File: src/rtl/pcc_pkg.sv
package pcc_pkg;

  // Default sizing of the tag store.
  localparam int SLOTS_DEF     = 16;
  localparam int PAGE_BITS_DEF = 20;

  // Configuration port sizing.
  localparam int CFG_IDX_W  = 1;
  localparam int CFG_DATA_W = 5;
  localparam int ENTRIES_W  = 5;
  localparam logic [ENTRIES_W-1:0] ENTRIES_RESET = 5'd16;

  // Configuration register indexes.
  typedef enum logic [CFG_IDX_W-1:0] {
    CFG_REPLACEMENT_MODE = 1'b0,
    CFG_ENTRIES_IN_USE   = 1'b1
  } cfg_index_t;

  // Input action codes.
  localparam logic ACT_ACCESS = 1'b0;
  localparam logic ACT_FLUSH  = 1'b1;

  // Replacement policy codes.
  localparam logic MODE_CLOCK  = 1'b0;
  localparam logic MODE_CLOCKM = 1'b1;

  // Sequencer states.
  typedef enum logic [3:0] {
    S_IDLE,
    S_LOOK,
    S_MISS,
    S_VSCAN,
    S_VREAD,
    S_VDATA,
    S_FLCHK,
    S_FLREAD,
    S_RESP
  } state_t;

  // Tag memory port controls.
  typedef struct packed {
    logic rd_en;
    logic wr_en;
  } tag_ctl_t;

endpackage

File: src/rtl/page_cache_clock_replacement.sv
// Fully associative page tag store with clock or enhanced clock replacement.
// Page tags live in a single-port-read synchronous memory that is read one
// slot per cycle, so the read port sets the pace. An access scans the active
// slots for a hit and records the first free slot; a miss fills that free
// slot, or else walks the clock hand to pick a victim, which is read back and
// overwritten. A flush steps through the slots up to the last dirty one and
// reports each dirty slot in turn, then clears all slots. One item is worked
// on at a time; a finished result waits in the output register while the next
// one is built.
module page_cache_clock_replacement #(
  parameter int SLOTS     = pcc_pkg::SLOTS_DEF,
  parameter int PAGE_BITS = pcc_pkg::PAGE_BITS_DEF,
  localparam int SLOT_W   = $clog2(SLOTS)
) (
  input  logic                          clk,
  input  logic                          rst,
  input  logic                          cfg_write_en,
  input  logic [pcc_pkg::CFG_IDX_W-1:0] cfg_index,
  input  logic [pcc_pkg::CFG_DATA_W-1:0] cfg_data,
  input  logic                          in_valid,
  output logic                          in_stall,
  input  logic                          action,
  input  logic [PAGE_BITS-1:0]          page_number,
  input  logic                          is_write,
  output logic                          out_valid,
  input  logic                          out_stall,
  output logic                          hit,
  output logic [SLOT_W-1:0]             slot,
  output logic                          victim_valid,
  output logic [PAGE_BITS-1:0]          victim_page,
  output logic                          write_back,
  output logic                          last
);
  import pcc_pkg::*;

  localparam int CNT_W = $clog2(SLOTS + 1);

  state_t state, state_next, ret_state;

  logic                 mode;
  logic [ENTRIES_W-1:0] entries;
  logic [SLOTS-1:0]     valid_bits, use_bits, dirty_bits;
  logic [SLOT_W-1:0]    hand;

  logic [PAGE_BITS-1:0] page_r;
  logic                 wr_r;
  logic [CNT_W-1:0]     scan;
  logic                 rvalid;
  logic [SLOT_W-1:0]    ridx;
  logic                 free_found;
  logic [SLOT_W-1:0]    free_idx;
  logic [SLOT_W-1:0]    cur, start_r, k, victim, fidx;
  logic [1:0]           phase;

  logic                 res_hit, res_vv, res_wb, res_last;
  logic [SLOT_W-1:0]    res_slot;
  logic [PAGE_BITS-1:0] res_vpage;

  tag_ctl_t             tctl;
  logic [SLOT_W-1:0]    rd_addr, wr_addr;
  logic [PAGE_BITS-1:0] tag_q;
  logic                 match;

  logic [CNT_W-1:0]     n_act;
  logic [SLOT_W-1:0]    n_last;
  logic [SLOTS-1:0]     vd;
  logic                 look_hit, look_miss, issue;
  logic                 pick, step_end, vscan_done;
  logic [SLOT_W-1:0]    cur_next, victim_next;
  logic                 flush_last, out_free;

  // Tag memory.
  pcc_tag_store #(
    .SLOTS     (SLOTS),
    .PAGE_BITS (PAGE_BITS)
  ) u_tags (
    .clk      (clk),
    .ctl      (tctl),
    .rd_addr  (rd_addr),
    .wr_addr  (wr_addr),
    .wr_data  (page_r),
    .cmp_page (page_r),
    .rd_data  (tag_q),
    .match    (match)
  );

  // Active slot count, clamped to one through SLOTS.
  always_comb begin
    if (32'(entries) > SLOTS) begin
      n_act = CNT_W'(SLOTS);
    end else if (entries == '0) begin
      n_act = CNT_W'(1);
    end else begin
      n_act = CNT_W'(entries);
    end
    n_last = SLOT_W'(n_act - CNT_W'(1));
  end

  // Lookup, victim search and flush decisions.
  always_comb begin
    vd         = valid_bits & dirty_bits;
    look_hit   = rvalid && valid_bits[ridx] && match;
    look_miss  = !rvalid && (scan == n_act);
    issue      = (state == S_LOOK) && (scan != n_act) && !look_hit;
    step_end   = (k == n_last);
    cur_next   = (cur == n_last) ? '0 : cur + SLOT_W'(1);
    if (mode == MODE_CLOCKM) begin
      pick = phase[0] ? (!use_bits[cur] && dirty_bits[cur])
                      : (!use_bits[cur] && !dirty_bits[cur]);
    end else begin
      pick = !use_bits[cur];
    end
    vscan_done  = pick || ((mode == MODE_CLOCKM) && (phase == 2'd3) && step_end);
    victim_next = pick ? cur : start_r;
    flush_last  = 1'b1;
    for (int j = 0; j < SLOTS; j++) begin
      if ((j > int'(fidx)) && vd[j]) begin
        flush_last = 1'b0;
      end
    end
    out_free = !out_valid || !out_stall;
  end

  // Next state.
  always_comb begin
    state_next = state;
    unique case (state)
      S_IDLE: begin
        if (in_valid) begin
          if (action == ACT_FLUSH) begin
            state_next = (|vd) ? S_FLCHK : S_RESP;
          end else begin
            state_next = S_LOOK;
          end
        end
      end
      S_LOOK: begin
        if (look_hit) begin
          state_next = S_RESP;
        end else if (look_miss) begin
          state_next = S_MISS;
        end
      end
      S_MISS:   state_next = free_found ? S_RESP : S_VSCAN;
      S_VSCAN: begin
        if (vscan_done) begin
          state_next = S_VREAD;
        end
      end
      S_VREAD:  state_next = S_VDATA;
      S_VDATA:  state_next = S_RESP;
      S_FLCHK: begin
        if (vd[fidx]) begin
          state_next = S_FLREAD;
        end
      end
      S_FLREAD: state_next = S_RESP;
      S_RESP: begin
        if (out_free) begin
          state_next = ret_state;
        end
      end
      default:  state_next = S_IDLE;
    endcase
  end

  // Handshake and tag memory controls.
  always_comb begin
    in_stall   = (state != S_IDLE);
    tctl.rd_en = issue || (state == S_VREAD) || ((state == S_FLCHK) && vd[fidx]);
    tctl.wr_en = ((state == S_MISS) && free_found) || (state == S_VDATA);
    unique case (state)
      S_VREAD: rd_addr = victim;
      S_FLCHK: rd_addr = fidx;
      default: rd_addr = scan[SLOT_W-1:0];
    endcase
    wr_addr = (state == S_VDATA) ? victim : free_idx;
  end

  // Control state.
  always_ff @(posedge clk) begin
    if (rst) begin
      state      <= S_IDLE;
      ret_state  <= S_IDLE;
      mode       <= MODE_CLOCK;
      entries    <= ENTRIES_RESET;
      valid_bits <= '0;
      use_bits   <= '0;
      dirty_bits <= '0;
      hand       <= '0;
      out_valid  <= 1'b0;
      rvalid     <= 1'b0;
      free_found <= 1'b0;
      scan       <= '0;
      phase      <= '0;
    end else begin
      state  <= state_next;
      rvalid <= issue;
      if (issue) begin
        scan <= scan + CNT_W'(1);
      end

      // Configuration writes.
      if (cfg_write_en) begin
        unique case (cfg_index_t'(cfg_index))
          CFG_REPLACEMENT_MODE: mode    <= cfg_data[0];
          CFG_ENTRIES_IN_USE:   entries <= cfg_data;
          default:              mode    <= mode;
        endcase
      end

      // Output register transfer.
      if ((state == S_RESP) && out_free) begin
        out_valid <= 1'b1;
      end else if (!out_stall) begin
        out_valid <= 1'b0;
      end

      unique case (state)
        S_IDLE: begin
          if (in_valid) begin
            scan       <= '0;
            free_found <= 1'b0;
            ret_state  <= S_IDLE;
            if ((action == ACT_FLUSH) && !(|vd)) begin
              valid_bits <= '0;
              use_bits   <= '0;
              dirty_bits <= '0;
            end
          end
        end
        S_LOOK: begin
          if (look_hit) begin
            use_bits[ridx]   <= 1'b1;
            dirty_bits[ridx] <= dirty_bits[ridx] | wr_r;
          end else if (rvalid && !valid_bits[ridx] && !free_found) begin
            free_found <= 1'b1;
          end
        end
        S_MISS: begin
          phase <= '0;
          if (free_found) begin
            valid_bits[free_idx] <= 1'b1;
            use_bits[free_idx]   <= 1'b1;
            dirty_bits[free_idx] <= wr_r;
          end
        end
        S_VSCAN: begin
          if (!vscan_done) begin
            if ((mode == MODE_CLOCK) || phase[0]) begin
              use_bits[cur] <= 1'b0;
            end
            if ((mode == MODE_CLOCKM) && step_end) begin
              phase <= phase + 2'd1;
            end
          end
        end
        S_VDATA: begin
          valid_bits[victim] <= 1'b1;
          use_bits[victim]   <= 1'b1;
          dirty_bits[victim] <= wr_r;
          hand <= (victim == n_last) ? '0 : victim + SLOT_W'(1);
        end
        S_FLREAD: begin
          if (flush_last) begin
            ret_state  <= S_IDLE;
            valid_bits <= '0;
            use_bits   <= '0;
            dirty_bits <= '0;
          end else begin
            ret_state <= S_FLCHK;
          end
        end
        default: begin
          phase <= phase;
        end
      endcase
    end
  end

  // Payload and scan position registers.
  always_ff @(posedge clk) begin
    if (issue) begin
      ridx <= scan[SLOT_W-1:0];
    end
    unique case (state)
      S_IDLE: begin
        page_r    <= page_number;
        wr_r      <= is_write;
        fidx      <= '0;
        res_hit   <= 1'b0;
        res_slot  <= '0;
        res_vv    <= 1'b0;
        res_vpage <= '0;
        res_wb    <= 1'b0;
        res_last  <= 1'b1;
      end
      S_LOOK: begin
        if (look_hit) begin
          res_hit  <= 1'b1;
          res_slot <= ridx;
        end else if (rvalid && !valid_bits[ridx] && !free_found) begin
          free_idx <= ridx;
        end
      end
      S_MISS: begin
        res_slot <= free_idx;
        start_r  <= (CNT_W'(hand) < n_act) ? hand : '0;
        cur      <= (CNT_W'(hand) < n_act) ? hand : '0;
        k        <= '0;
      end
      S_VSCAN: begin
        if (vscan_done) begin
          victim <= victim_next;
        end else if ((mode == MODE_CLOCKM) && step_end) begin
          cur <= start_r;
          k   <= '0;
        end else begin
          cur <= cur_next;
          k   <= k + SLOT_W'(1);
        end
      end
      S_VDATA: begin
        res_slot  <= victim;
        res_vv    <= 1'b1;
        res_vpage <= tag_q;
        res_wb    <= dirty_bits[victim];
      end
      S_FLCHK: begin
        if (!vd[fidx]) begin
          fidx <= fidx + SLOT_W'(1);
        end
      end
      S_FLREAD: begin
        res_slot  <= fidx;
        res_vv    <= 1'b1;
        res_vpage <= tag_q;
        res_wb    <= 1'b1;
        res_last  <= flush_last;
        fidx      <= fidx + SLOT_W'(1);
      end
      default: begin
        res_hit <= res_hit;
      end
    endcase

    // Load the output register with the finished result.
    if ((state == S_RESP) && out_free) begin
      hit          <= res_hit;
      slot         <= res_slot;
      victim_valid <= res_vv;
      victim_page  <= res_vpage;
      write_back   <= res_wb;
      last         <= res_last;
    end
  end

`ifndef SYNTHESIS
  // A free slot found during lookup stays free until it is filled.
  a_free_slot_free: assert property (@(posedge clk) disable iff (rst)
    ((state == S_LOOK) && free_found) |-> !valid_bits[free_idx])
    else $error("recorded free slot is valid");

  // The flush scan only runs while a dirty valid slot remains.
  a_flush_has_work: assert property (@(posedge clk) disable iff (rst)
    (state == S_FLCHK) |-> (|vd))
    else $error("flush scan with no dirty slot left");

  // After an eviction the hand stays within the active slots.
  a_hand_in_range: assert property (@(posedge clk) disable iff (rst)
    (state == S_VDATA) |=> (CNT_W'(hand) < n_act))
    else $error("clock hand beyond active slots");

  // An eviction moves on to the response with the victim marked valid.
  a_resp_from_decision: assert property (@(posedge clk) disable iff (rst)
    (state == S_VDATA) |=> (state == S_RESP) && res_vv)
    else $error("eviction result not marked as victim");
`endif

endmodule

File: src/rtl/pcc_tag_store.sv
module pcc_tag_store #(
  parameter int SLOTS     = pcc_pkg::SLOTS_DEF,
  parameter int PAGE_BITS = pcc_pkg::PAGE_BITS_DEF,
  localparam int SLOT_W   = $clog2(SLOTS)
) (
  input  logic                 clk,
  input  pcc_pkg::tag_ctl_t    ctl,
  input  logic [SLOT_W-1:0]    rd_addr,
  input  logic [SLOT_W-1:0]    wr_addr,
  input  logic [PAGE_BITS-1:0] wr_data,
  input  logic [PAGE_BITS-1:0] cmp_page,
  output logic [PAGE_BITS-1:0] rd_data,
  output logic                 match
);
  import pcc_pkg::*;

  logic [PAGE_BITS-1:0] mem [SLOTS];

  // Write port.
  always_ff @(posedge clk) begin
    if (ctl.wr_en) begin
      mem[wr_addr] <= wr_data;
    end
  end

  // Registered read port.
  always_ff @(posedge clk) begin
    if (ctl.rd_en) begin
      rd_data <= mem[rd_addr];
    end
  end

  // Compare the tag just read against the page being looked up.
  assign match = (rd_data == cmp_page);

endmodule
File: config.mk
export PLATFORM = sky130hd
export DESIGN_NAME = page_cache_clock_replacement
export DESIGN_NICKNAME = d
export VERILOG_FILES = /design/src/rtl/pcc_pkg.sv /design/src/rtl/page_cache_clock_replacement.sv /design/src/rtl/pcc_tag_store.sv
export SDC_FILE = /design/constraint.sdc
export NUM_CORES = 1
export LEC_CHECK = 0
export BUFFER_PORTS_ARGS = -buffer_cell sky130_fd_sc_hd__buf_2
export CORE_MARGIN = 3
export CORE_UTILIZATION = 53
export DETAILED_ROUTE_END_ITERATION = 8
export GPL_TIMING_DRIVEN = 0
export MAX_ROUTING_LAYER = met4
export PLACE_DENSITY = 0.69
export SETUP_SLACK_MARGIN = 0.2
export SLEW_MARGIN = 5
export SYNTH_ARGS = -nofsm -noshare
export SYNTH_HDL_FRONTEND = slang
export SYNTH_SLANG_ARGS = --single-unit
File: constraint.sdc
create_clock -name clk -period 7.2 [get_ports clk]
set_input_delay 0.72 -clock clk [delete_from_list [all_inputs] [get_ports clk]]
set_output_delay 0.72 -clock clk [all_outputs]
set_load 0.005 [all_outputs]
==> flow_summary.yaml <==
run_status:
  status: "complete, no violations"
pwr:
  pwr-share-seq: 0.508
  pwr-share-clk: 0.380
  switching_share: 0.258
  combPwrFrac: 0.111
  ir_worst_vdd_uv: 260
  p_switching_mw: 1.91
  p_total_mw: 7.41
  power.leakage_nw: 8.72
  power.density_mw_per_mm2: 286
  p_int_mw: 5.50
sta:
  worst-slew-pin-transition_ps: 1290
  slew_headroom: 0.129
  slew_violations: 0
  clock_skew_ps: 40.8
  final-setup-viol-count: 0
  setup_tns_ps: 0
  fmax_mhz: 221
  rsz0062_at_grt: "no"
  timing.hold.ws_ps: 273
  hold_viol: 0
  period_share: 0.630
  post-route-min-period_ps: 4530
finish:
  final_common_cell: "edfxtp_1"
  fin_cells: 2320
  nNetsFinal: 1751
  fillers: 3174
  fin_area_mm2: 0.0259
  final_cell_mix: "edfxtp_1, nand2_1, mux4_2, a21oi_1, buf_2"
  diodes: 0
  drive_gt1_frac: 0.190
  area_delta_synth_final_pct: 13.3
cts:
  clk_latency_ps: 620
  ctsResizeCount: 0
  cts_sinks: 518
  ctsRootBufferMaster: "clkbuf_16"
  path_clk_slew_ps: 60
  postCtsSetupBuffers: 0
  holdBufCountCts: 0
  htree_levels: 2
  cts_buffer_depth: 3
  numCtsBuffers: 52
  cts_tree: "built"
global_routing:
  grt_pass1_vias: 14700
  antenna_found_initial: 0
  overflow: 0
  grt_max_degree: 25
  grt_use_total: 0.293
  grt_pass1_wl_mm: 94.6
yosys:
  avgSynthCellArea_um2: 14.5
  syn_area_mm2: 0.0229
  synth_edf_count: 445
  yosys_most_used_dff: "edfxtp_1"
  seq_area_frac_synth: 0.647
  async_reset_ff_frac: 0
  yosys_warnings: 0
  syn_nets: 1628
  synth_cells: 1576
  synth.distinct_cells: 74
  synth-seq-cells: 518
detailed_routing:
  post-route-drc-count: 0
  via_count: 14900
  antenna_left: 0
  firstDrtPassIters: 6
  vias_per_cell: 6.42
  wl_mm: 64.0
  wl_per_cell_um: 27.6
  drt_iter0_markers: 1939
floorplan:
  die_height_um: 214
  die_w_um: 214
  core_area_mm2: 0.0423
  io_pins: 63
  num_rows: 75
  start_util: 0.541
  die_area_mm2: 0.0457
job:
  max-cap-violations: 0
place:
  dp.final_hpwl_mm: 43.8
  dpl_cell_area_mm2: 0.0241
  gp_routability_congestion: 0.997
  dpl.cell_count: 2222
  port_buffers: 62
setup_path:
  cp-start-kind: "flip-flop"
  slowest_delay_ps: 880
  reg2reg_depth: 8
  cp_num_cells: 8
  reg2reg_slack_ps: 2670
  end_kind: "flip-flop"
  worstSetupPathType: "reg -> reg"
  worstPathRequired_ps: 7510
  crit_family: "buffers and inverters"
  arrival_ps: 4840
  crit_fanout: 11
  cp_cell_sequence: "clkbuf_1 > nor4bb_1 > clkbuf_1 > buf_1 > clkbuf_1 > a21oi_1 > nor2_2 > buf_8"
  worst-path-buf-inv: 5
  critPathSlowestCell: "nor4bb_1"
  cp_common_cell: "clkbuf_1"
min_path:
  whs_path_depth: 1
  hold_class: "in -> reg"
-- power by group through the flow --
stage / logic, mW / clock network (mW) / registers [mW]
final: 0.825 / 2.82 / 3.77
after floorplan: 0.547 / 0 / 3.73
after global routing: 0.887 / 2.98 / 3.79
after CTS: 0.818 / 2.86 / 3.77
after detailed placement: 0.816 / 0 / 3.83
after global placement: 0.801 / 0 / 3.82
-- registers in the layout (all words and copies together) (netlist names), 5 cells and up --
name            cells
page_r             20
victim_page        20
res_vpage          20
entries             5
u_tags.mem        320
scan                5
valid_bits         16
use_bits           16
dirty_bits         16
u_tags.rd_data     20
-- cell usage after synthesis, types with 24 or more instances --
library cell | instances | area (um2)
nor2b_1 | 38 | 238
o21ai_0 | 77 | 385
a21oi_1 | 90 | 450
dfxtp_1 | 73 | 1460
mux2i_1 | 30 | 300
nor2_1 | 85 | 319
and3_1 | 28 | 175
mux4_2 | 100 | 2250
edfxtp_1 | 445 | 13400
clkbuf_1 | 56 | 210
inv_1 | 24 | 90.1
nand3_1 | 41 | 205
nor3_1 | 37 | 185
nand2_1 | 102 | 383
xnor2_1 | 33 | 289
-- area by class of cell --
cell class | instances | area (um2) | share of cell area
Clock buffer | 62 | 1360 | 0.0524
Tap cell | 577 | 722 | 0.0278
Sequential cell | 518 | 14800 | 0.571
Buffer | 99 | 425 | 0.0164
Multi-Input combinational cell | 932 | 7650 | 0.295
Inverter | 27 | 101 | 0.00391
Clock inverter | 36 | 440 | 0.0170
Timing Repair Buffer | 69 | 420 | 0.0162
-- per-stage QoR --
| stage | utilization | setup WS (ps) |
|---|---|---|
| CTS | 0.613 | 2840 |
| detailed placement | 0.570 | 2860 |
| global placement | 0.565 | 1970 |
| finish | 0.613 | 2670 |
| global route | 0.613 | 2510 |
| floorplan | - | 3820 |
-- final timing paths --
check / end / startpoint
worst max register to register: u_tags.mem[1][11]$_DFFE_PP_ / state[3]$_SDFFE_PP0P_
worst min-delay path: page_r[8]$_DFFE_PP_ / page_number[8]
worst max-delay path: u_tags.mem[1][11]$_DFFE_PP_ / state[3]$_SDFFE_PP0P_
worst min register to register: victim_page[13]$_DFFE_PP_ / res_vpage[13]$_SDFFCE_PN0P_
-- cells by family (layout without fill, tap and decap cells) --
kind of cell / Yosys count / in the layout / share of synthesized area
buf+inv: 126 / 293 / 0.0230
mux: 140 / 140 / 0.119
simple gates: 396 / 396 / 0.0860
flops: 518 / 518 / 0.647
fa+ha+maj: 19 / 19 / 0.0104
compound gates: 330 / 330 / 0.0956
xor+xnor: 47 / 47 / 0.0186
-- per-layer routing --
| layer | wire length (um) | global-route usage | vias to the layer above | part of all wire |
|---|---|---|---|---|
| li1 | - | - | 6476 | - |
| met1 | 24300 | 0.374 | 7516 | 0.38 |
| met2 | 31800 | 0.474 | 731 | 0.50 |
| met3 | 4710 | 0.0391 | 176 | 0.074 |
| met4 | 3250 | 0.132 | 0 | 0.051 |
| met5 | 0 | - | - | 0 |
No activity file was read; power rests on OpenSTA's default activity.
